==> src/rtl/iopj_pkg.sv <==
// shared types, constants and helpers for the interval overlap pair join
package iopj_pkg;

  localparam int GroupDepthDef = 64;
  localparam int NumBucketsDef = 8;
  localparam int NumBounds     = 7;
  localparam int IdW           = 32;
  localparam int PosW          = 16;
  localparam int SizeW         = 16;
  localparam int WeightW       = 32;
  localparam int BucketW       = 3;
  localparam int CfgIdxW       = 3;
  localparam int CfgDataW      = 32;
  localparam int InDataW       = 112;
  localparam int OutDataW      = 104;

  typedef struct packed {
    logic [SizeW-1:0] size;
    logic [IdW-1:0]   id;
    logic [PosW-1:0]  end_p;
    logic [PosW-1:0]  start_p;
  } rec_t;

  // probe record travelling down the chain
  typedef struct packed {
    logic            vld;
    logic            lst;
    rec_t            rec;
  } probe_t;

  // match report from one cell
  typedef struct packed {
    logic             hit;
    logic             lst;
    logic [IdW-1:0]   lo_id;
    logic [IdW-1:0]   hi_id;
    logic [SizeW-1:0] min_size;
  } match_t;

  function automatic logic intervals_match(rec_t a, rec_t b);
    logic [PosW-1:0] hi_e, lo_s, mx_e, mn_s;
    logic [PosW:0]   inter, uni, diff;
    logic [PosW+3:0] five;
    begin
      hi_e  = (a.end_p < b.end_p) ? a.end_p : b.end_p;
      lo_s  = (a.start_p > b.start_p) ? a.start_p : b.start_p;
      mx_e  = (a.end_p > b.end_p) ? a.end_p : b.end_p;
      mn_s  = (a.start_p < b.start_p) ? a.start_p : b.start_p;
      inter = (hi_e > lo_s) ? ({1'b0, hi_e} - {1'b0, lo_s}) : '0;
      if (mx_e <= mn_s) begin
        intervals_match = 1'b0;
      end else begin
        uni  = {1'b0, mx_e} - {1'b0, mn_s};
        diff = uni - inter;
        five = {diff, 2'b00} + {3'b000, diff};
        intervals_match = five < {3'b000, uni};
      end
    end
  endfunction

endpackage

==> src/rtl/iopj_cell.sv <==
// one group slot: stores a record and tests the passing probe against it
module iopj_cell (
  input  logic              clk,
  input  logic              rst_n,
  input  logic              clr,
  input  logic              en,
  input  logic              wr_a,
  input  logic              wr_b,
  input  iopj_pkg::rec_t    wr_rec,
  input  iopj_pkg::probe_t  probe_i,
  input  logic              probe_src,
  output iopj_pkg::probe_t  probe_o,
  output iopj_pkg::match_t  match_o
);
  import iopj_pkg::*;

  rec_t   a_r, b_r;
  logic   a_v_r, b_v_r;
  probe_t probe_r;
  match_t match_r;
  rec_t   oth;
  logic   oth_v;
  match_t match_nxt;

  always_comb begin
    oth   = probe_src ? a_r : b_r;
    oth_v = probe_src ? a_v_r : b_v_r;
    match_nxt.hit = probe_i.vld && oth_v && intervals_match(probe_i.rec, oth);
    match_nxt.lst = probe_i.lst;
    match_nxt.lo_id = (probe_i.rec.id < oth.id) ? probe_i.rec.id : oth.id;
    match_nxt.hi_id = (probe_i.rec.id < oth.id) ? oth.id : probe_i.rec.id;
    match_nxt.min_size = (probe_i.rec.size < oth.size) ? probe_i.rec.size : oth.size;
  end

  always_ff @(posedge clk) begin
    if (!rst_n) begin
      a_v_r <= 1'b0;
      b_v_r <= 1'b0;
      probe_r.vld <= 1'b0;
      match_r.hit <= 1'b0;
    end else begin
      if (clr) begin
        a_v_r <= 1'b0;
        b_v_r <= 1'b0;
      end
      if (wr_a) a_v_r <= 1'b1;
      if (wr_b) b_v_r <= 1'b1;
      if (en) begin
        probe_r.vld <= probe_i.vld;
        match_r.hit <= match_nxt.hit;
      end
    end
    if (wr_a) a_r <= wr_rec;
    if (wr_b) b_r <= wr_rec;
    if (en) begin
      probe_r.lst <= probe_i.lst;
      probe_r.rec <= probe_i.rec;
      match_r.lst <= match_nxt.lst;
      match_r.lo_id <= match_nxt.lo_id;
      match_r.hi_id <= match_nxt.hi_id;
      match_r.min_size <= match_nxt.min_size;
    end
  end

  assign probe_o = probe_r;
  assign match_o = match_r;
endmodule

==> config.mk <==
export PLATFORM = sky130hd
export DESIGN_NAME = iopj_cell
export DESIGN_NICKNAME = d
export VERILOG_FILES = /design/src/rtl/iopj_pkg.sv /design/src/rtl/iopj_cell.sv
export SDC_FILE = /design/constraint.sdc
export NUM_CORES = 1
export LEC_CHECK = 0
export ABC_CLOCK_PERIOD_IN_PS = 14300
export BUFFER_PORTS_ARGS = -buffer_cell sky130_fd_sc_hd__buf_2
export CAP_MARGIN = 20
export CORE_MARGIN = 8
export CORE_UTILIZATION = 30
export DETAILED_ROUTE_END_ITERATION = 10
export SYNTH_ARGS = -nofsm -noshare
export SYNTH_HDL_FRONTEND = slang
export SYNTH_SLANG_ARGS = --single-unit
==> constraint.sdc <==
create_clock -name clk -period 14.3 [get_ports clk]
set_input_delay 2.86 -clock clk [delete_from_list [all_inputs] [get_ports clk]]
set_output_delay 2.86 -clock clk [all_outputs]
set_load 0.05 [all_outputs]
==> summary.txt, run 1 <==
Slowest-stage cell, CP - or4_1
Worst slew pin tran - 1.04 ns
Initial antenna violation count - 19
Post-CTS resize count - 0
Most used DFF post-synth - edfxtp_1
TritonRoute pass-1 iters - 4
Final Setup Violations - 0
Average wire per standard cell - 19.1 microns
Clock power frac - 16.9%
Die footprint - 0.0665 sq mm
Netlist Area Pre-Place - 0.0176 sq mm
RSZ-0062 raised after global routing - false
Sequential share of power - 19.4%
Combinational share of power - 63.7%
# IOs - 333
Most common cell after layout, fill and taps aside - buf_2
Max VDD drop - 0.000244 V
Post-Route Skew - 0.0312 ns
HP Class - reg2reg
Largest stage delay on the critical path - 0.45 ns
# Max-Cap Violations - 0
Period minus WS final - 12.70 ns
Number of distinct library cells after synthesis - 69
Setup WS pre-CTS - 1.06 ns
Crit path from - probe_src
Switching share of power - 44.0%
Via count - 12,300
DR DRC count - 0
Setup ws final - 1.60 ns
Core area - 0.0578 sq mm
Fill count - 5,548
Async SR Flop Fraction - 0%
Hold Worst Slack - 0.504 ns
Crit end category - flip-flop
Num CTS Buffers - 39
Register area share after synthesis - 55.3%
CP required - 14.79 ns
CTS tree - yes
#FFs+latches synth - 325
Synthesized netlist cell count - 1,405
Max_slew headroom - 30.5%
CP arrival - 13.20 ns
Reg clk slew, reported paths - 0.06 ns
Slew Limit Fails - 0
Net switching power - 0.00267 W
CP startpoint kind - primary input
Clk_lat worst skew - 0.56 ns
Vias in the first global route - 12,300
All-Layer GR Usage - 13.9%
Fraction of layout cells with a size suffix above 1 - 27.0%
Rows - 88
Pleak - 9.12 nW
Final hold vios - 0
Yosys top cell area share - 54.9%
Setup total negative slack - 0 ns
First-pass GRT wire length - 72.7 mm
WP buf/inv - 3
# hold bufs at CTS - 0
Routed WL - 48.6 mm
Syn nets - 1,734
Dpl hpwl - 38.3 mm
Worst Path Max Fanout - 34
Total power - 0.00607 W
CTS max path bufs - 3
CTS sink cnt - 325
GPL Wtd Cong - 0.842
Power Internal - 0.00340 W
Fmax - 78.7 MHz
Status - completed
Post-synthesis area per instance - 12.5 sq um
Layout area overhead - 22.6%
Synth warn - 0
Total grt overflow - 0
PwrDens - 282 mW/mm^2
Vias per inst - 4.82
Initial DRC Count - 782
Critical R2R Launch - a_r[1]
I/O Buffers - 332
Crit share post-route - 88.8%
Area contributors post-synth - edfxtp_1 55%, ha_1 11%, mux2i_1 5.0%
Largest net degree at the start of global routing - 129
DRT antenna net count - 0
Post-CTS Setup Bufs - 0
DIE WIDTH - 258 microns
R2r setup slk - 4.10 ns
Largest delay share family, worst path - compound AO/OA/AOI/OAI gates
Yosys top cell by area - edfxtp_1
CP Class - in2reg
Final nets - 2,078
Post-synth EDFFs - 321
Initial Util - 30.4%
H-Tree Depth - 2
HP Start - match_o[81]
Clock tree root driver cell - clkbuf_16
Die Span Y - 258 microns
Placed instance count - 2,471
Non-Filler Instances - 2,547
Most frequent cells in the layout - 328 x buf_2, 321 x edfxtp_1, 156 x ha_1, 100 x a21oi_1, 89 x nor2_1
==> metrics by stage <==
step | instance area, sq um | utilization (%)
2_1_floorplan | 17600 | -
3_3_place_gp | 20100 | 34.8
3_5_place_dp | 20100 | 34.8
4_1_cts | 21500 | 37.2
5_1_grt | 21500 | 37.2
6_report | 21500 | 37.3
==> kinds of logic (layout without fill, tap and decap cells) <==
family          Yosys count  after routing  synth area share, %
other cells               0              3                    0
simple gates            269            269                 7.22
xor+xnor                 52             52                 2.74
fa+ha+maj               163            163                 11.8
compound gates          340            340                 12.2
flops                   325            325                 55.3
buf+inv                 121            495                 2.71
mux                     135            135                 8.04
==> flip-flops by register name (all words and copies together), names as in the netlist <==
register,cells
probe_o,81
b_v_r,1
match_o,82
a_v_r,1
a_r,80
b_r,80
==> worst paths after layout <==
path / endpoint / cells after the start
setup reg to reg: match_o[81] / 48
setup / recovery: match_o[81] / 49
hold reg to reg: match_o[81] / 2
hold / removal: match_o[81] / 2
==> Yosys cell counts (4+ instances only) <==
cell	count
a211oi_1	6
o211ai_1	5
nand4_1	19
nor2b_1	24
a31oi_1	7
a211o_1	6
mux2_2	48
o21ai_1	18
fa_1	4
inv_1	79
or2_2	5
xnor2_1	31
clkbuf_1	32
nand3b_1	5
buf_1	5
nand2_1	76
nand3_1	12
nor2_1	89
and3_1	5
ha_1	156
o21a_1	26
o31ai_1	5
o21ai_0	82
a21o_1	49
xor2_1	19
dfxtp_1	4
nor3_1	9
a21oi_1	100
nand2b_1	13
mux2i_1	87
edfxtp_1	321
==> power by group through the flow <==
stage	Combinational, W	Clock (W)	Sequential, W
2_1_floorplan	0.00282	0	0.00137
5_1_grt	0.00432	0.00109	0.00119
4_1_cts	0.00385	0.00105	0.00118
3_3_place_gp	0.00376	0	0.00120
3_5_place_dp	0.00383	0	0.00120
6_report	0.00386	0.00103	0.00118
==> area by class of cell <==
cell class	count	area [sq um]	share of cell area, %
antenna	3	7.51	0.0349
sequential	325	9720	45.1
multi-input combinational	959	7400	34.4
clock buffer	43	991	4.60
tap	765	957	4.44
inverter	79	297	1.38
timing repair buffer	345	1800	8.36
clock inverter	28	358	1.66
==> layer usage <==
metal | vias to the layer above | global-route usage (%) | share of wire, % | wire length, microns
li1 | 5980 | - | - | -
met5 | - | 0 | 0.18 | 86
met3 | 74 | 3.70 | 7.2 | 3490
met1 | 5854 | 16.9 | 42 | 20400
met4 | 14 | 3.31 | 1.8 | 872
met2 | 342 | 24.5 | 49 | 23800
==> worst reg2reg max path, delay by kind of cell, from the launching register on <==
family | cells | cell delay [ns]
and+or+nand+nor | 11 | 1.91
adders and majority gates | 7 | 2.16
buffers and inverters | 2 | 0.50
DFF | 1 | 0.35
muxes | 2 | 0.36
AOI/OAI and AO/OA | 24 | 4.50
xor gates and xnor gates | 2 | 0.37
(Power assumes the default switching activity.)
==> run 2, diff against run 1 <==
--- a/config.mk
+++ b/config.mk
@@ -8,9 +8,12 @@
 export ABC_CLOCK_PERIOD_IN_PS = 14300
 export BUFFER_PORTS_ARGS = -buffer_cell sky130_fd_sc_hd__buf_2
 export CAP_MARGIN = 20
+export CELL_PAD_IN_SITES_DETAIL_PLACEMENT = 0
+export CELL_PAD_IN_SITES_GLOBAL_PLACEMENT = 1
 export CORE_MARGIN = 8
 export CORE_UTILIZATION = 30
 export DETAILED_ROUTE_END_ITERATION = 10
+export PLACE_DENSITY_LB_ADDON = 0.1
 export SYNTH_ARGS = -nofsm -noshare
 export SYNTH_HDL_FRONTEND = slang
 export SYNTH_SLANG_ARGS = --single-unit
==> summary.txt, run 2 (synthesis results as in run 1) <==
Initial antenna violation count - 10 (was 19)
Via count - 12,200 (was 12,300)
Post-Route Skew - 0.0230 ns (was 0.0312 ns)
Num CTS Buffers - 39 (unchanged)
DRT antenna net count - 0 (unchanged)
First-pass GRT wire length - 77.9 mm (was 72.7 mm)
Max_slew headroom - 29.7% (was 30.5%)
Post-CTS resize count - 0 (unchanged)
Die footprint - 0.0665 sq mm (unchanged)
GPL Wtd Cong - 0.812 (was 0.842)
DR DRC count - 0 (unchanged)
Slowest-stage cell, CP - o22ai_4 (was or4_1)
Largest stage delay on the critical path - 0.48 ns (was 0.45 ns)
Worst flop-to-flop path endpoint - match_o[81] (unchanged)
# IOs - 333 (unchanged)
Post-CTS Setup Bufs - 0 (unchanged)
HP Start - probe_o[81] (was match_o[81])
Fraction of layout cells with a size suffix above 1 - 27.1% (was 27.0%)
Crit end category - flip-flop (unchanged)
Core area - 0.0578 sq mm (unchanged)
Initial DRC Count - 552 (was 782)
# hold bufs at CTS - 0 (unchanged)
Most frequent cells in the layout - 328 x buf_2, 321 x edfxtp_1, 156 x ha_1, 100 x a21oi_1, 89 x nor2_1 (unchanged)
PwrDens - 280 mW/mm^2 (was 282 mW/mm^2)
CTS tree - yes (unchanged)
Final Setup Violations - 0 (unchanged)
Max VDD drop - 0.000394 V (was 0.000244 V)
Rows - 88 (unchanged)
Critical R2R Launch - b_r[1] (was a_r[1])
Clock tree root driver cell - clkbuf_16 (unchanged)
Total grt overflow - 0 (unchanged)
Worst Path Max Fanout - 23 (was 34)
CP arrival - 13.47 ns (was 13.20 ns)
HP Class - reg2reg (unchanged)
RSZ-0062 raised after global routing - false (unchanged)
H-Tree Depth - 2 (unchanged)
TritonRoute pass-1 iters - 5 (was 4)
Fin util - 37.1% (was 37.3%)
# Max-Cap Violations - 0 (unchanged)
Setup total negative slack - 0 ns (unchanged)
Slew Limit Fails - 0 (unchanged)
Final hold vios - 0 (unchanged)
Layout area overhead - 22.1% (was 22.6%)
Crit share post-route - 90.7% (was 88.8%)
Clk_lat worst skew - 0.56 ns (about the same)
Dpl hpwl - 41.0 mm (was 38.3 mm)
Initial Util - 30.4% (unchanged)
CTS sink cnt - 325 (unchanged)
CP startpoint kind - primary input (unchanged)
All-Layer GR Usage - 15.2% (was 13.9%)
Cells on Worst Hold Path - 2 (unchanged)
CP required - 14.79 ns (about the same)
CP Class - in2reg (unchanged)
Fmax - 77.1 MHz (was 78.7 MHz)
Largest net degree at the start of global routing - 85 (was 129)
Crit path from - probe_src (unchanged)
Largest register FFs - 82 (unchanged)
Vias in the first global route - 12,400 (was 12,300)
I/O Buffers - 332 (unchanged)
Period minus WS final - 12.98 ns (was 12.70 ns)
Hold Crit Endpoint - probe_o[81] (was match_o[81])
R2R cell count - 47 (was 48)
Routed WL - 51.9 mm (was 48.6 mm)
Pleak - 9.10 nW (was 9.12 nW)
R2r setup slk - 3.72 ns (was 4.10 ns)
Status - completed (unchanged)
Die Span Y - 258 microns (unchanged)
Average wire per standard cell - 20.4 microns (was 19.1 microns)
Final nets - 2,081 (was 2,078)
CTS max path bufs - 3 (unchanged)
Worst slew pin tran - 1.06 ns (was 1.04 ns)
Most common cell after layout, fill and taps aside - buf_2 (unchanged)
DIE WIDTH - 258 microns (unchanged)
Vias per inst - 4.78 (was 4.82)
Reg clk slew, reported paths - 0.06 ns (about the same)
-- run 2: metrics by stage --
| stage | instances | hold slack, ns | total power [W] | setup WS [ns] | cell area [sq um] |
|---|---|---|---|---|---|
| after floorplan | 1405 | 0.543 | 0.00419 | 1.99 | 17600 |
| after global placement | 2475 | 0.495 | 0.00508 | 0.947 | 20200 |
| after detailed placement | 2475 | 0.496 | 0.00506 | 0.788 | 20200 |
| after CTS | 2547 | 0.514 | 0.00609 | 1.36 | 21400 |
| after global routing | 2548 | 0.532 | 0.00655 | 0.510 | 21400 |
| final | 2549 | 0.507 | 0.00600 | 1.32 | 21400 |
-- run 2: where the power goes --
group / total [W] / switching [W] / internal, W
Sequential: 0.00118 / 0.0000221 / 0.00116
Clock: 0.000968 / 0.000409 / 0.000559
Combinational: 0.00385 / 0.00222 / 0.00163
-- run 2: cell type report --
cell class                      count  area [sq um]
Timing Repair Buffer              348          1800
Antenna cell                        1          2.50
Tap cell                          765           957
Multi-Input combinational cell    959          7420
Inverter                           79           297
Sequential cell                   325          9720
Clock buffer                       42           987
Fill cell                        5690         36400
Clock inverter                     30           268
-- run 2: worst max-delay path: cells and delay by family --
kind / cells / cell delay, ns
simple gates: 13 / 2.85
buf+inv: 2 / 0.43
xor+xnor: 2 / 0.37
fa+ha+maj: 7 / 2.09
compound gates: 22 / 4.34
mux: 2 / 0.48
-- run 2: worst max-delay path by stage --
stage | end | cells past startpoint
finish | match_o[81] | 48
detailed placement | match_o[81] | 48
CTS | match_o[81] | 48
global placement | match_o[81] | 48
floorplan | match_o[81] | 50
global route | match_o[81] | 48
-- run 2: routing by layer --
metal	global-route usage [%]	share of wire, %	vias to the layer above
met2	26.2	49	293
met5	0	0.050	-
li1	-	-	5983
met3	3.06	5.1	74
met4	3.86	2.3	4
met1	19.3	44	5836
==> run 3, diff against run 2 <==
--- a/config.mk
+++ b/config.mk
@@ -13,7 +13,8 @@
 export CORE_MARGIN = 8
 export CORE_UTILIZATION = 30
 export DETAILED_ROUTE_END_ITERATION = 10
-export PLACE_DENSITY_LB_ADDON = 0.1
+export PLACE_DENSITY = 0.64
+export SLEW_MARGIN = 5
 export SYNTH_ARGS = -nofsm -noshare
 export SYNTH_HDL_FRONTEND = slang
 export SYNTH_SLANG_ARGS = --single-unit
==> summary.txt, run 3 (synthesis results as in run 1) <==
Layout area overhead - 21.6% (was 22.1%)
Setup ws final - 1.64 ns (was 1.32 ns)
Die Span Y - 258 microns (unchanged)
Met3 WL - 3.31 mm (was 2.65 mm)
CTS sink cnt - 325 (unchanged)
Crit path from - probe_src (unchanged)
Worst Path Max Fanout - 34 (was 23)
Post-CTS resize count - 0 (unchanged)
# hold bufs at CTS - 0 (unchanged)
Dpl hpwl - 38.7 mm (was 41.0 mm)
Post-Route Skew - 0.0316 ns (was 0.0230 ns)
Core area - 0.0578 sq mm (unchanged)
Setup WS pre-CTS - 1.11 ns (was 0.788 ns)
Met2 WL - 23.3 mm (was 25.3 mm)
Average wire per standard cell - 19.0 microns (was 20.4 microns)
GPL Wtd Cong - 0.868 (was 0.812)
Routed WL - 48.5 mm (was 51.9 mm)
DIE WIDTH - 258 microns (unchanged)
Largest net degree at the start of global routing - 129 (was 85)
Uppermost routed layer - met5 (unchanged)
Post-CTS Setup Bufs - 0 (unchanged)
Final nets - 2,080 (was 2,081)
Final hold vios - 0 (unchanged)
H-Tree Depth - 2 (unchanged)
Clock tree root driver cell - clkbuf_16 (unchanged)
Rows - 88 (unchanged)
Final Setup Violations - 0 (unchanged)
Largest stage delay on the critical path - 0.43 ns (was 0.48 ns)
All-Layer GR Usage - 14.1% (was 15.2%)
Pleak - 9.06 nW (was 9.10 nW)
PwrDens - 275 mW/mm^2 (was 280 mW/mm^2)
CTS tree - yes (unchanged)
CP startpoint kind - primary input (unchanged)
DRT antenna net count - 0 (unchanged)
Initial Util - 30.4% (unchanged)
Fin util - 36.9% (was 37.1%)
Fmax - 79.0 MHz (was 77.1 MHz)
Hold Worst Slack - 0.517 ns (was 0.507 ns)
Crit share post-route - 88.6% (was 90.7%)
TritonRoute pass-1 iters - 5 (unchanged)
Worst flop-to-flop path endpoint - match_o[81] (unchanged)
I/O Buffers - 332 (unchanged)
HP Class - reg2reg (unchanged)
Max VDD drop - 0.000302 V (was 0.000394 V)
CP required - 14.79 ns (about the same)
CP Class - in2reg (unchanged)
Largest register FFs - 82 (unchanged)
DR DRC count - 0 (unchanged)
Num CTS Buffers - 38 (was 39)
Total grt overflow - 0 (unchanged)
Critical R2R Launch - a_r[1] (was b_r[1])
Most common cell after layout, fill and taps aside - buf_2 (unchanged)
Initial antenna violation count - 15 (was 10)
Setup total negative slack - 0 ns (unchanged)
Period minus WS final - 12.66 ns (was 12.98 ns)
Clk_lat worst skew - 0.55 ns (was 0.56 ns)
R2R cell count - 47 (unchanged)
Vias in the first global route - 12,300 (was 12,400)
Reg clk slew, reported paths - 0.06 ns (about the same)
Storage element area - 0.00972 sq mm (unchanged)
Status - completed (unchanged)
Multi-input gate area - 0.00740 sq mm (was 0.00742 sq mm)
# Max-Cap Violations - 0 (unchanged)
Fraction of layout cells with a size suffix above 1 - 26.7% (was 27.1%)
Slew Limit Fails - 0 (unchanged)
Die footprint - 0.0665 sq mm (unchanged)
DRT met1 WL - 20.7 mm (was 22.8 mm)
Initial DRC Count - 489 (was 552)
CP arrival - 13.15 ns (was 13.47 ns)
RSZ-0062 raised after global routing - false (unchanged)
End of the critical path - match_o[81] (unchanged)
Fill count - 5,645 (was 5,690)
# IOs - 333 (unchanged)
Via count - 12,100 (was 12,200)
Worst slew pin tran - 0.946 ns (was 1.06 ns)
Most frequent cells in the layout - 328 x buf_2, 321 x edfxtp_1, 156 x ha_1, 100 x a21oi_1, 89 x nor2_1 (unchanged)
Slowest-stage cell, CP - or4_1 (was o22ai_4)
Crit end category - flip-flop (unchanged)
R2r setup slk - 4.17 ns (was 3.72 ns)
Max_slew headroom - 37.0% (was 29.7%)
CTS max path bufs - 3 (unchanged)
Vias per inst - 4.74 (was 4.78)
First-pass GRT wire length - 73.0 mm (was 77.9 mm)
## run 3: cell types whose count changed in the layout (fill, tap and decap cells not counted), moves of 2 or more
cell	delta
clkbuf_1	+4
clkinv_2	-3
clkinvlp_4	-2
diode_2	+4
buf_4	-2
bufinv_16	-2
## run 3: worst min-delay path by stage
stage	to	start	depth (start not counted)	slack, ns
after floorplan	b_v_r	b_v_r	2	0.54
after global placement	probe_o[81]	probe_o[81]	2	0.50
after detailed placement	match_o[81]	match_o[81]	2	0.50
after CTS	match_o[81]	match_o[81]	2	0.52
after global routing	match_o[81]	match_o[81]	2	0.56
final	probe_o[81]	probe_o[81]	2	0.52
## run 3: report_power, final
part	internal, W	total (W)	switching (W)
registers	0.00116	0.00118	0.0000221
clock network	0.000511	0.000898	0.000388
logic	0.00163	0.00381	0.00217
## run 3: metrics by stage
| stage | total power (W) | area (sq um) | std cells |
|---|---|---|---|
| 6_report | 0.00588 | 21400 | 2548 |
| 5_1_grt | 0.00645 | 21300 | 2546 |
| 3_3_place_gp | 0.00494 | 20200 | 2474 |
| 4_1_cts | 0.00594 | 21300 | 2541 |
| 2_1_floorplan | 0.00419 | 17600 | 1405 |
| 3_5_place_dp | 0.00500 | 20200 | 2474 |
## run 3: critical path, delay by kind of cell
| family | cells | cell delay (ns) |
|---|---|---|
| fa+ha+maj | 7 | 2.08 |
| buf+inv | 2 | 0.52 |
| simple gates | 13 | 2.74 |
| mux | 2 | 0.49 |
| compound gates | 22 | 4.03 |
| xor+xnor | 2 | 0.37 |
## run 3: metal layers
layer  track usage (%)  up-vias
met5                 0        -
met4              4.03       12
met3              3.63       78
met2              24.2      311
met1              17.3     5684
li1                  -     5988
## run 3: area by class of cell
cell class	count	share of cell area [%]
flip-flops and latches	325	45.5
multi-input cells	959	34.7
repair buffers	348	8.54
clock buffers	45	4.58
well taps	765	4.48
inverters	79	1.39
clock inverters	22	0.768
diodes	5	0.0586
