## src/rtl/iopj_pkg.sv

```systemverilog
// shared types, constants and helpers for the interval overlap pair join
package iopj_pkg;

  localparam int GroupDepthDef = 64;
  localparam int NumBucketsDef = 8;
  localparam int NumBounds     = 7;
  localparam int IdW           = 32;
  localparam int PosW          = 16;
  localparam int SizeW         = 16;
  localparam int WeightW       = 32;
  localparam int BucketW       = 3;
  localparam int CfgIdxW       = 3;
  localparam int CfgDataW      = 32;
  localparam int InDataW       = 112;
  localparam int OutDataW      = 104;

  typedef struct packed {
    logic [SizeW-1:0] size;
    logic [IdW-1:0]   id;
    logic [PosW-1:0]  end_p;
    logic [PosW-1:0]  start_p;
  } rec_t;

  // probe record travelling down the chain
  typedef struct packed {
    logic            vld;
    logic            lst;
    rec_t            rec;
  } probe_t;

  // match report from one cell
  typedef struct packed {
    logic             hit;
    logic             lst;
    logic [IdW-1:0]   lo_id;
    logic [IdW-1:0]   hi_id;
    logic [SizeW-1:0] min_size;
  } match_t;

  function automatic logic intervals_match(rec_t a, rec_t b);
    logic [PosW-1:0] hi_e, lo_s, mx_e, mn_s;
    logic [PosW:0]   inter, uni, diff;
    logic [PosW+3:0] five;
    begin
      hi_e  = (a.end_p < b.end_p) ? a.end_p : b.end_p;
      lo_s  = (a.start_p > b.start_p) ? a.start_p : b.start_p;
      mx_e  = (a.end_p > b.end_p) ? a.end_p : b.end_p;
      mn_s  = (a.start_p < b.start_p) ? a.start_p : b.start_p;
      inter = (hi_e > lo_s) ? ({1'b0, hi_e} - {1'b0, lo_s}) : '0;
      if (mx_e <= mn_s) begin
        intervals_match = 1'b0;
      end else begin
        uni  = {1'b0, mx_e} - {1'b0, mn_s};
        diff = uni - inter;
        five = {diff, 2'b00} + {3'b000, diff};
        intervals_match = five < {3'b000, uni};
      end
    end
  endfunction

endpackage

```

## src/rtl/iopj_div.sv

```systemverilog
// serial restoring divider: 2^31 / m, one quotient bit a cycle
module iopj_div (
  input  logic                           clk,
  input  logic                           rst_n,
  input  logic                           start,
  input  logic [iopj_pkg::SizeW-1:0]     divisor,
  output logic                           busy,
  output logic                           done,
  output logic [iopj_pkg::WeightW-1:0]   quot
);
  import iopj_pkg::*;

  logic [5:0]         cnt_r, cnt_nxt;
  logic               busy_r, busy_nxt;
  logic               done_r, done_nxt;
  logic [SizeW:0]     rem_r, rem_nxt;
  logic [WeightW-1:0] q_r, q_nxt;
  logic [SizeW-1:0]   d_r, d_nxt;
  logic [SizeW:0]     sh;

  always_comb begin
    cnt_nxt  = cnt_r;
    busy_nxt = busy_r;
    done_nxt = 1'b0;
    rem_nxt  = rem_r;
    q_nxt    = q_r;
    d_nxt    = d_r;
    sh       = {rem_r[SizeW-1:0], (cnt_r == 6'd31)};
    if (start) begin
      busy_nxt = 1'b1;
      cnt_nxt  = 6'd31;
      rem_nxt  = '0;
      d_nxt    = divisor;
      q_nxt    = '0;
      if (divisor == '0) begin
        busy_nxt = 1'b0;
        done_nxt = 1'b1;
        q_nxt    = 32'h8000_0000;
      end
    end else if (busy_r) begin
      if (sh >= {1'b0, d_r}) begin
        rem_nxt = sh - {1'b0, d_r};
        q_nxt   = {q_r[WeightW-2:0], 1'b1};
      end else begin
        rem_nxt = sh;
        q_nxt   = {q_r[WeightW-2:0], 1'b0};
      end
      if (cnt_r == '0) begin
        busy_nxt = 1'b0;
        done_nxt = 1'b1;
      end else begin
        cnt_nxt = cnt_r - 6'd1;
      end
    end
  end

  always_ff @(posedge clk) begin
    if (!rst_n) begin
      busy_r <= 1'b0;
      done_r <= 1'b0;
      cnt_r  <= '0;
    end else begin
      busy_r <= busy_nxt;
      done_r <= done_nxt;
      cnt_r  <= cnt_nxt;
    end
    rem_r <= rem_nxt;
    q_r   <= q_nxt;
    d_r   <= d_nxt;
  end

  assign busy = busy_r;
  assign done = done_r;
  assign quot = q_r;
endmodule
```

## config.mk

```make
export PLATFORM = sky130hd
export DESIGN_NAME = iopj_div
export DESIGN_NICKNAME = d
export VERILOG_FILES = /design/src/rtl/iopj_pkg.sv /design/src/rtl/iopj_div.sv
export SDC_FILE = /design/constraint.sdc
export NUM_CORES = 1
export LEC_CHECK = 0
export ABC_AREA = 1
export BUFFER_PORTS_ARGS = -buffer_cell sky130_fd_sc_hd__buf_2
export CAP_MARGIN = 20
export CELL_PAD_IN_SITES_DETAIL_PLACEMENT = 2
export CELL_PAD_IN_SITES_GLOBAL_PLACEMENT = 2
export CORE_UTILIZATION = 31
export CTS_CLUSTER_DIAMETER = 200
export DETAILED_ROUTE_END_ITERATION = 16
export GPL_ROUTABILITY_DRIVEN = 1
export PLACE_DENSITY_LB_ADDON = 0.25
export SLEW_MARGIN = 20
export SYNTH_ARGS = -nofsm -noshare
export SYNTH_HDL_FRONTEND = slang
export SYNTH_SLANG_ARGS = --single-unit
```

## constraint.sdc

```tcl
create_clock -name clk -period 2.1 [get_ports clk]
set_clock_uncertainty 0.2 [all_clocks]
set_input_delay 0.105 -clock clk [delete_from_list [all_inputs] [get_ports clk]]
set_output_delay 0.105 -clock clk [all_outputs]
set_load 0.02 [all_outputs]
```

==> impl_results.md, run 1 <==
- Slew margin rel.: 0.660
- Core ar.: 0.0127 mm^2
- Largest net degree at the start of global routing: 43
- Max_cap viols: 0
- Top Usage Layer GRT: met2
- Dpl cells: 761
- Fmax: 0.434 GHz
- Worst setup margin: -0.206 ns
- Crit end category: flip-flop
- Critical path's top delay family: simple AND/OR/NAND/NOR gates
- Full die area: 0.0135 mm^2
- Most used cell, CP: nand3_2
- Syn avg cell area: 8.14 um^2
- Comb pwr share: 0.165
- Synthesized instance count: 498
- YS warnings: 0
- Net switching power: between 1 and 1.5 mW
- Total gr overflow: 0
- Final setup viols: 17
- Post-synth EDFFs: 48
- Worst hold path class: flip-flop to flip-flop
- Gpl congestion: between 0.8 and 0.9
- Failing checks: negative setup slack
- Total negative slack: -3.01 ns
- Top cell type's share of synthesized area: 0.356
- Crit path kind: flip-flop to flip-flop
- Root buf cell: clkbuf_16
- Post-synth ARST share: 0
- Internal Power: 2.78 mW
- Ys flop type: edfxtp_1
- Worst path cell trace: inv_2 -> nor3_2 -> nand3_2 -> ha_4 -> nand2_2 -> nor2_1 -> nand2_1 -> o21ai_2 -> nor2_4 -> nand2_4 -> clkbuf_16 -> nand3_2 -> nand3_2 -> nand2_1
- Post-synthesis register bit count: 72
- Number of global-route vias before repair: 4255
- Max-slew violation count: 0
- CTS clock-pin slew for the worst setup and hold paths: roughly 0.06 ns
- Unrepaired setup endpoints after global routing: true
- Initial core utilization: 0.320
- CTS H-tree lvls: 3
- CTS Buf Count: 9
- GR Layer Usage met1: 0.268
- Routed WL per cell: 18.3 um
- Clk_lat worst skew: 0.34 ns
- Critical path launch point type: flip-flop
- Final net count: 664
- Antenna diodes: 0
- Slowest library cell on the worst path: dfxtp_2
- All-layer global routing usage: 0.226
- DRC: 0
- Synth-to-Final Area Change: 38.4%
- Hold Path Depth: 2
- Crit path max fanout: 5
- CTS Buffer Depth: 2
- Detailed placer's ending HPWL: 10100 um
- Via count: 3811
- Fraction of layout cells with a size suffix above 1: 0.304
- Flop-to-flop setup slack: -0.21 ns
- Hold WS: 0.285 ns
- TritonCTS clock tree: yes
- Status: complete, but fails checks
- Hold path start: rem_r[11]
- Worst Tran Pin Value: 0.510 ns
- Post-Syn Nets: between 500 and 600
- Grt met2 use: 0.421
- Sequential share of power: 0.433
- PwrDens: 689 mW/mm^2
- Critical Path AT: 2.34 ns
- Static Leak: 2.74 nW
- Synth top area cells: edfxtp_1, dfxtp_1, nand2_1
- Final-report hold violation count: 0
- Vias per std cell: 4.75
- Worst hold path endpoint: rem_r[11]
- R2r endpoint: rem_r[13]
- Clock Sinks: 72
- Power consumption: slightly below 4 mW
- VDD IR max: 0.000446 V
- Cell row count: 41
- Initial DRC count: 110
- First-pass GRT wire length: between 20000 and 25000 um
- DIE WIDTH: 116 um
- Worst R2R Path Depth: 14
- Die Ht: 116 um
- Most common cell in the synthesized netlist: nand2_1
- First drt pass iteration count: 4
- Clock power frac: 0.403
- Io pins: between 50 and 60
- CP bufs+invs: 2
- Post-synthesis sequential area ratio: 0.474
- Initial antenna violation count: 0
- ANT nets after route: 0
- Total wire length: ~15000 um
- Critical Path RT: 2.13 ns
- Max incr delay on CP: 0.34 ns
- Reg-to-reg startpoint: cnt_r[2]
- Met3 Usage GRT: 0.0337
- Period utilization: 1.10
- Switching Share: 0.280
- Synth cell types: 33
- Synth top cells by count: nand2_1, inv_1, nor2_1
- Cell accounting for the most synthesized area: edfxtp_1
- Min cycle time layout: 2.31 ns
- Port bufs: 52
- Post-Syn Area: 0.00405 mm^2
- Final non-filler cell total: between 800 and 900
-- final cells by class --
| class | instances | area (um^2) |
|---|---|---|
| clock inverters | 7 | 71.3 |
| fillers | 1407 | 7060 |
| flip-flops and latches | 72 | 1920 |
| multi-input cells | 310 | 1850 |
| clock buffers | 9 | 225 |
| inverters | 107 | 402 |
| well taps | 172 | 215 |
| repair buffers | 126 | 926 |
-- cells by family after synthesis --
logic type,after synthesis,share of synthesized area
adder cells (fa/ha/maj),19,0.0605
AO/OA/AOI/OAI,30,0.0445
flip-flops,72,0.474
AND/OR/NAND/NOR,252,0.288
XOR/XNOR,9,0.0195
buffers and inverters,116,0.113
-- metal layers --
metal,routed length [um],share of wire,vias up
met5,0,0,-
li1,-,-,1832
met3,421,0.029,16
met4,245,0.017,0
met2,7780,0.53,68
met1,6220,0.42,1895
-- power groups by stage --
| stage | sequential (mW) | clock, mW | combinational (mW) |
|---|---|---|---|
| floorplan | 1.76 | 0 | 0.224 |
| global placement | 1.69 | 0 | 0.532 |
| detailed placement | 1.69 | 0 | 0.552 |
| CTS | 1.67 | 1.56 | 0.612 |
| global route | 1.68 | 1.63 | 0.686 |
| finish | 1.67 | 1.56 | 0.636 |
-- worst max-delay path by stage --
| stage | from | endpoint | cells after the start |
|---|---|---|---|
| floorplan | cnt_r[2] | rem_r[8] | 13 |
| global placement | cnt_r[2] | rem_r[14] | 13 |
| detailed placement | cnt_r[2] | rem_r[14] | 13 |
| CTS | cnt_r[3] | rem_r[8] | 13 |
| global route | cnt_r[2] | rem_r[1] | 14 |
| finish | cnt_r[2] | rem_r[13] | 14 |
-- worst min-delay path, delay by kind of cell (launching register included) --
kind,cells,cell delay (ns)
flops,1,0.33
simple gates,2,0.12
-- cell usage in the layout (no fill, tap or decap), types with 5 or more instances in the layout --
cell and n:
buf_2 52, nand3_1 31, o21ai_2 5, inv_2 6, a21oi_1 8, nand4_1 7, ha_1 14, inv_1 101
nand3b_1 7, buf_4 48, xnor2_1 6, nand3_2 20, nand2_1 102, nor2_2 5, edfxtp_1 48, dfxtp_1 22
nand2_2 16, dlygate4sd3_1 18, clkbuf_16 10, nor2_1 48
-- stage by stage --
| stage | area [um^2] | util | worst slack, ns |
|---|---|---|---|
| after floorplan | 4060 | - | 0.00505 |
| after global placement | 4860 | 0.384 | -0.146 |
| after detailed placement | 4860 | 0.384 | -0.278 |
| after CTS | 5500 | 0.434 | -0.146 |
| after global routing | 5610 | 0.443 | -0.355 |
| final | 5610 | 0.443 | -0.206 |
-- what timing repair did --
| item | in CTS | in global routing |
|---|---|---|
| setup buffers | 4 | 3 |
| gates cloned | 0 | 1 |
| hold endpoints to repair | 25 | 0 |
| endpoints found under the setup margin | 17 | 24 |
| pin swaps | 15 | 15 |
| resized for setup | 38 | 17 |
| hold buffers | 18 | 0 |
-- sequential cells by signal, indices dropped and copies added (netlist names) --
signal,cells
done,1
d_r,16
cnt_r,6
busy,1
quot,32
rem_r,16
Note: power is estimated with default switching activity, not from simulation.
==> run 2, diff against run 1 <==
--- a/config.mk
+++ b/config.mk
@@ -10,11 +10,12 @@
 export CAP_MARGIN = 20
 export CELL_PAD_IN_SITES_DETAIL_PLACEMENT = 2
 export CELL_PAD_IN_SITES_GLOBAL_PLACEMENT = 2
-export CORE_UTILIZATION = 31
+export CORE_UTILIZATION = 34
 export CTS_CLUSTER_DIAMETER = 200
 export DETAILED_ROUTE_END_ITERATION = 16
 export GPL_ROUTABILITY_DRIVEN = 1
 export PLACE_DENSITY_LB_ADDON = 0.25
+export SETUP_SLACK_MARGIN = 0.5
 export SLEW_MARGIN = 20
 export SYNTH_ARGS = -nofsm -noshare
 export SYNTH_HDL_FRONTEND = slang
==> constraint.sdc (replaced) <==
create_clock -name clk -period 2.48 [get_ports clk]
set_clock_uncertainty 0.2 [all_clocks]
set_input_delay 0.124 -clock clk [delete_from_list [all_inputs] [get_ports clk]]
set_output_delay 0.124 -clock clk [all_outputs]
set_load 0.02 [all_outputs]
==> run 2 against run 1 <==
Net effect: the run still ends with negative setup slack left; first-iteration DRC count is 120% higher; largest cell class unchanged; critical path type unchanged; combinational power is 17% lower; sequential power is 14% lower; critical endpoint is now rem_r[8].
==> impl_results.md, run 2 (synthesis gave the netlist of run 1 again) <==
- DIE WIDTH: 111 um
- Period utilization: 1.00
- Power consumption: 3.20 mW
- Crit. path cell count: 13
- All-layer global routing usage: 0.293
- Min cycle time layout: 2.48 ns
- Initial DRC count: 240
- Static Leak: 2.65 nW
- First drt pass iteration count: 5
- DRC: 0
- CP bufs+invs: 2
- Dpl cells: 690
- Vias per std cell: 5.36
- Unrepaired setup endpoints after global routing: true
- Worst hold path class: primary input to flip-flop
- Crit path to: rem_r[8]
- Max_cap viols: 0
- Final setup viols: 1
- Root buf cell: clkbuf_16
- Max-slew violation count: 0
- CTS Buffer Depth: 2
- Antenna diodes: 0
- Number of global-route vias before repair: 4466
- Routed WL per cell: 25.5 um
- Slowest library cell on the worst path: fa_2
- CTS Buf Count: 9
- Worst path cell trace: inv_2 -> nor3_4 -> nand3_2 -> ha_4 -> fa_2 -> inv_2 -> nand3_2 -> nand3_4 -> a21oi_2 -> xor2_1 -> nand2_1 -> nand3_2 -> nand2_1
- ANT nets after route: 0
- Largest net degree at the start of global routing: 53
- Gpl congestion: 0.793
- Final non-filler cell total: 745
- Hold WS: 0.110 ns
- Critical Path RT: 2.51 ns
- Fmax: 0.403 GHz
- Port bufs: 52
- Hold path start: start
- Most frequent cells in the layout: nand2_1, inv_1, buf_2
- Crit path kind: flip-flop to flip-flop
- Io pins: 53
- Crit end category: flip-flop
- Most common cell after layout, fill and taps aside: nand2_1
- Critical path's top delay family: simple AND/OR/NAND/NOR gates
- Via count: 3991
- Die Ht: 111 um
- Worst R2R Path Depth: 13
- Full die area: 0.0124 mm^2
- First-pass GRT wire length: 26700 um
- Failing checks: negative setup slack
- CTS clock-pin slew for the worst setup and hold paths: 0.06 ns
- Core ar.: 0.0115 mm^2
- Initial antenna violation count: 0
- Max incr delay on CP: 0.37 ns
- Most used cell, CP: nand3_2
- Status: complete, but fails checks
- Total wire length: 19000 um
- Max FFs per register: 32
- TritonCTS clock tree: yes
- Crit path max fanout: 3
- Final net count: around 640
- Clk_lat worst skew: 0.34 ns
- Final-report hold violation count: 0
- Clock Sinks: 72
- Total gr overflow: 0
- Worst setup margin: -0.00208 ns
- Cell row count: 39
- Worst Tran Pin Value: 0.647 ns
- PwrDens: around 590 mW/mm^2
- R2r endpoint: rem_r[8]
- Critical Path AT: 2.52 ns
- Flop-to-flop setup slack: -0.002 ns
- Reg-to-reg startpoint: cnt_r[2]
- Initial core utilization: 0.352
- Crit. Startpoint: cnt_r[2]
- CTS H-tree lvls: 3
- Synth-to-Final Area Change: 32.8%
- Slew margin rel.: 0.569
- Critical path launch point type: flip-flop
- Detailed placer's ending HPWL: around 9400 um
- Fraction of layout cells with a size suffix above 1: 0.294
- VDD IR max: 0.000496 V
run 2: cell count changes in the layout (fill, tap and decap cells not counted), moves of 3 or more:
cell,change
ha_2,+4
o21ai_1,+3
nand3_2,+7
clkbuf_1,+3
buf_4,-29
nand3_1,-6
run 2: timing repair:
action / in CTS / in global routing
pin swaps: 28 / 19
hold buffers: 17 / 0
gates resized for setup: 51 / 22
endpoints found under the hold margin: 19 / 0
setup endpoints to repair: 54 / 24
gates cloned: 2 / 0
buffers inserted: 18 / 3
run 2: worst min path at each step:
stage	cells past startpoint	slack [ns]	endpoint
finish	5	0.11	rem_r[8]
global route	5	0.13	rem_r[15]
CTS	5	0.11	rem_r[11]
detailed placement	1	0.12	d_r[0]
global placement	1	0.12	d_r[10]
floorplan	0	0.02	d_r[0]
run 2: per-stage QoR:
step / TNS [ns] / setup WS [ns] / util / area (um^2)
6_report: -0.00208 / -0.00208 / 0.467 / 5380
5_1_grt: -0.351 / -0.110 / 0.467 / 5380
4_1_cts: 0 / 0.128 / 0.457 / 5260
3_5_place_dp: -0.611 / -0.0983 / 0.392 / 4510
3_3_place_gp: 0 / 0.0481 / 0.392 / 4510
2_1_floorplan: 0 / 0.426 / - / 4090
run 2: cell type report:
| class | count | area, um^2 |
|---|---|---|
| fillers | 1249 | 6140 |
| flip-flops and latches | 72 | 1930 |
| multi-input cells | 310 | 1900 |
| repair buffers | 97 | 701 |
| inverters | 107 | 408 |
| clock buffers | 13 | 250 |
| well taps | 143 | 179 |
| clock inverters | 2 | 8.76 |
| repair inverters | 1 | 7.51 |
run 2: where the power goes:
| group | internal [mW] | total, mW | switching (mW) |
|---|---|---|---|
| Clock | 0.697 | 1.23 | 0.537 |
| Sequential | 1.37 | 1.43 | 0.0570 |
| Combinational | 0.165 | 0.531 | 0.366 |
| Total | 2.24 | 3.20 | 0.960 |
run 2: worst min-delay path, delay by kind of cell:
kind          cells  cell delay, ns
buf+inv           2            0.28
simple gates      3            0.19
run 2: layer usage:
layer | vias up | track usage | part of all wire
met5 | - | 0 | 0
met4 | 0 | 0.173 | 0.050
met3 | 57 | 0.0525 | 0.037
met2 | 129 | 0.545 | 0.53
met1 | 2030 | 0.307 | 0.39
li1 | 1775 | - | -
==> run 3, diff against run 2 <==
==> constraint.sdc (replaced) <==
create_clock -name clk -period 2.8 [get_ports clk]
set_clock_uncertainty 0.2 [all_clocks]
set_input_delay 0.14 -clock clk [delete_from_list [all_inputs] [get_ports clk]]
set_output_delay 0.14 -clock clk [all_outputs]
set_load 0.02 [all_outputs]
==> run 3 against run 2 <==
Net effect: the flow now finishes without violations; combinational power fell by 18%; largest power group is now the clock network; highest routed layer unchanged; cell area shrank 0.49%; via count shrank 3.6%.
==> impl_results.md, run 3 (synthesis gave the netlist of run 1 again) <==
- Flop-to-flop setup slack: slightly above 0.3 ns
- Fraction of layout cells with a size suffix above 1: 0.264
- Unrepaired setup endpoints after global routing: true
- Layout filler cell count: between 1000 and 1500
- Worst Tran Pin Value: 0.589 ns
- Multi-input logic area: 0.00191 mm^2
- ANT nets after route: 0
- CTS Buffer Depth: 2
- Via count: 3846
- Vias per std cell: 5.20
- Initial antenna violation count: 1
- CTS H-tree lvls: 3
- Power consumption: 2.98 mW
- Gpl congestion: roughly 0.84
- Cell row count: 39
- All-layer global routing usage: 0.280
- Core ar.: 0.0115 mm^2
- Hold Path Depth: 5
- Final setup viols: 0
- Hold path start: start
- CTS Buf Count: 9
- PwrDens: 556 mW/mm^2
- Critical path launch point type: flip-flop
- Synth-to-Final Area Change: 32.1%
- Max_cap viols: 0
- Worst path cell trace: inv_1 -> ha_1 -> nand2_1 -> nor2_2 -> nand2_2 -> o21ai_4 -> nor2_4 -> buf_12 -> nand2_8 -> buf_12 -> nand2_2 -> nand3_2 -> nand2_2
- Io pins: 53
- Initial DRC count: 151
- Worst R2R Path Depth: 13
- Max-slew violation count: 0
- Crit path kind: flip-flop to flip-flop
- DRC: 0
- Crit path max fanout: 8
- First-pass GRT wire length: 25800 um
- Final net count: approximately 630
- Most common cell after layout, fill and taps aside: inv_1
- Crit end category: flip-flop
- Critical Path RT: 2.83 ns
- TritonCTS clock tree: yes
- Total wire length: ~17000 um
- Slowest library cell on the worst path: ha_1
- First drt pass iteration count: 4
- Port bufs: 52
- Critical Path AT: 2.52 ns
- Reg-to-reg startpoint: d_r[4]
- Max incr delay on CP: 0.40 ns
- Routed WL per cell: ~23 um
- Period utilization: 0.891
- Initial core utilization: 0.352
- Largest net degree at the start of global routing: 53
- Static Leak: ~2.6 nW
- R2r endpoint: rem_r[8]
- Final-report hold violation count: 0
- Detailed placer's ending HPWL: 9320 um
- Slew margin rel.: 0.607
- Register area: ~0.0019 mm^2
- Worst setup margin: approximately 0.31 ns
- Worst hold path endpoint: rem_r[15]
- Min cycle time layout: 2.49 ns
- Worst hold path class: primary input to flip-flop
- Total negative slack: 0 ns
- Full die area: 0.0124 mm^2
- DIE WIDTH: around 110 um
- Clk_lat worst skew: 0.34 ns
- Total gr overflow: 0
- Area after DPL: 0.00448 mm^2
- Fmax: 0.401 GHz
- Most used cell, CP: nand2_2
- Most frequent cells in the layout: inv_1, nand2_1, buf_2
- CTS clock-pin slew for the worst setup and hold paths: about 0.060 ns
- Die Ht: 111 um
- Final std cell area, no fill: approximately 0.0054 mm^2
- Status: finished clean
- Number of global-route vias before repair: 4488
- Pre-CTS setup slack: roughly 0.29 ns
- Root buf cell: clkbuf_16
- Max FFs per register: 32
- VDD IR max: roughly 0.00038 V
- Clock Sinks: 72
==> run 3: changes by cell type in the layout (fill, tap and decap cells not counted), moves of 3 or more <==
| cell | change |
|---|---|
| nand2_4 | +3 |
| nand3_4 | +3 |
| inv_1 | +3 |
| o21ai_0 | +4 |
| nand3_2 | -10 |
| o21ai_1 | -4 |
| nor2_2 | -3 |
| nand2_2 | -3 |
| nand3_1 | +7 |
| buf_6 | -6 |
==> run 3: routing by layer <==
metal  up-vias  global-route usage  routed length, um
li1       1761                   -                  -
met1      1911               0.320               6690
met2       127               0.501               8410
met3        47              0.0503                726
met4         0               0.135                804
met5         -                   0                  0
==> run 3: final cells by class <==
| cell class | instances | share of cell area |
|---|---|---|
| sequential | 72 | 0.361 |
| clock buffer | 11 | 0.0435 |
| multi-input combinational | 311 | 0.356 |
| clock inverter | 5 | 0.0152 |
| antenna | 1 | 0.000468 |
| tap | 143 | 0.0334 |
| timing repair buffer | 89 | 0.115 |
| inverter | 107 | 0.0750 |
==> run 3: stage by stage <==
step,hold slack (ns),instances,utilization
floorplan,0.0389,498,-
global placement,0.132,690,0.389
detailed placement,0.135,690,0.389
CTS,0.0663,735,0.451
global route,0.0999,739,0.465
finish,0.0919,739,0.465
==> run 3: worst max-delay path by stage <==
stage	slack, ns	from	to
2_1_floorplan	0.63	cnt_r[2]	rem_r[8]
3_3_place_gp	0.45	cnt_r[2]	rem_r[12]
3_5_place_dp	0.29	cnt_r[2]	rem_r[12]
4_1_cts	0.46	cnt_r[3]	rem_r[6]
5_1_grt	0.23	d_r[11]	rem_r[8]
6_report	0.31	d_r[4]	rem_r[8]
==> run 3: repair_timing <==
action | in CTS | in global routing
buffers inserted | 11 | 3
pin swaps | 7 | 11
cloned | 1 | 0
gates resized for setup | 34 | 33
endpoints found under the hold margin | 17 | 0
endpoints found under the setup margin | 17 | 20
hold buffers | 17 | 0
==> run 3: worst max-delay path, delay by kind of cell, from the launching register on <==
family	cells	cell delay, ns
flops	1	0.32
compound gates	1	0.20
simple gates	8	0.88
buf+inv	3	0.38
fa+ha+maj	1	0.40
==> run 3: report_power, final <==
part / internal [mW] / switching (mW)
Sequential: 1.22 / 0.0486
Clock: 0.782 / 0.496
Combinational: 0.138 / 0.298
Total: 2.14 / 0.842
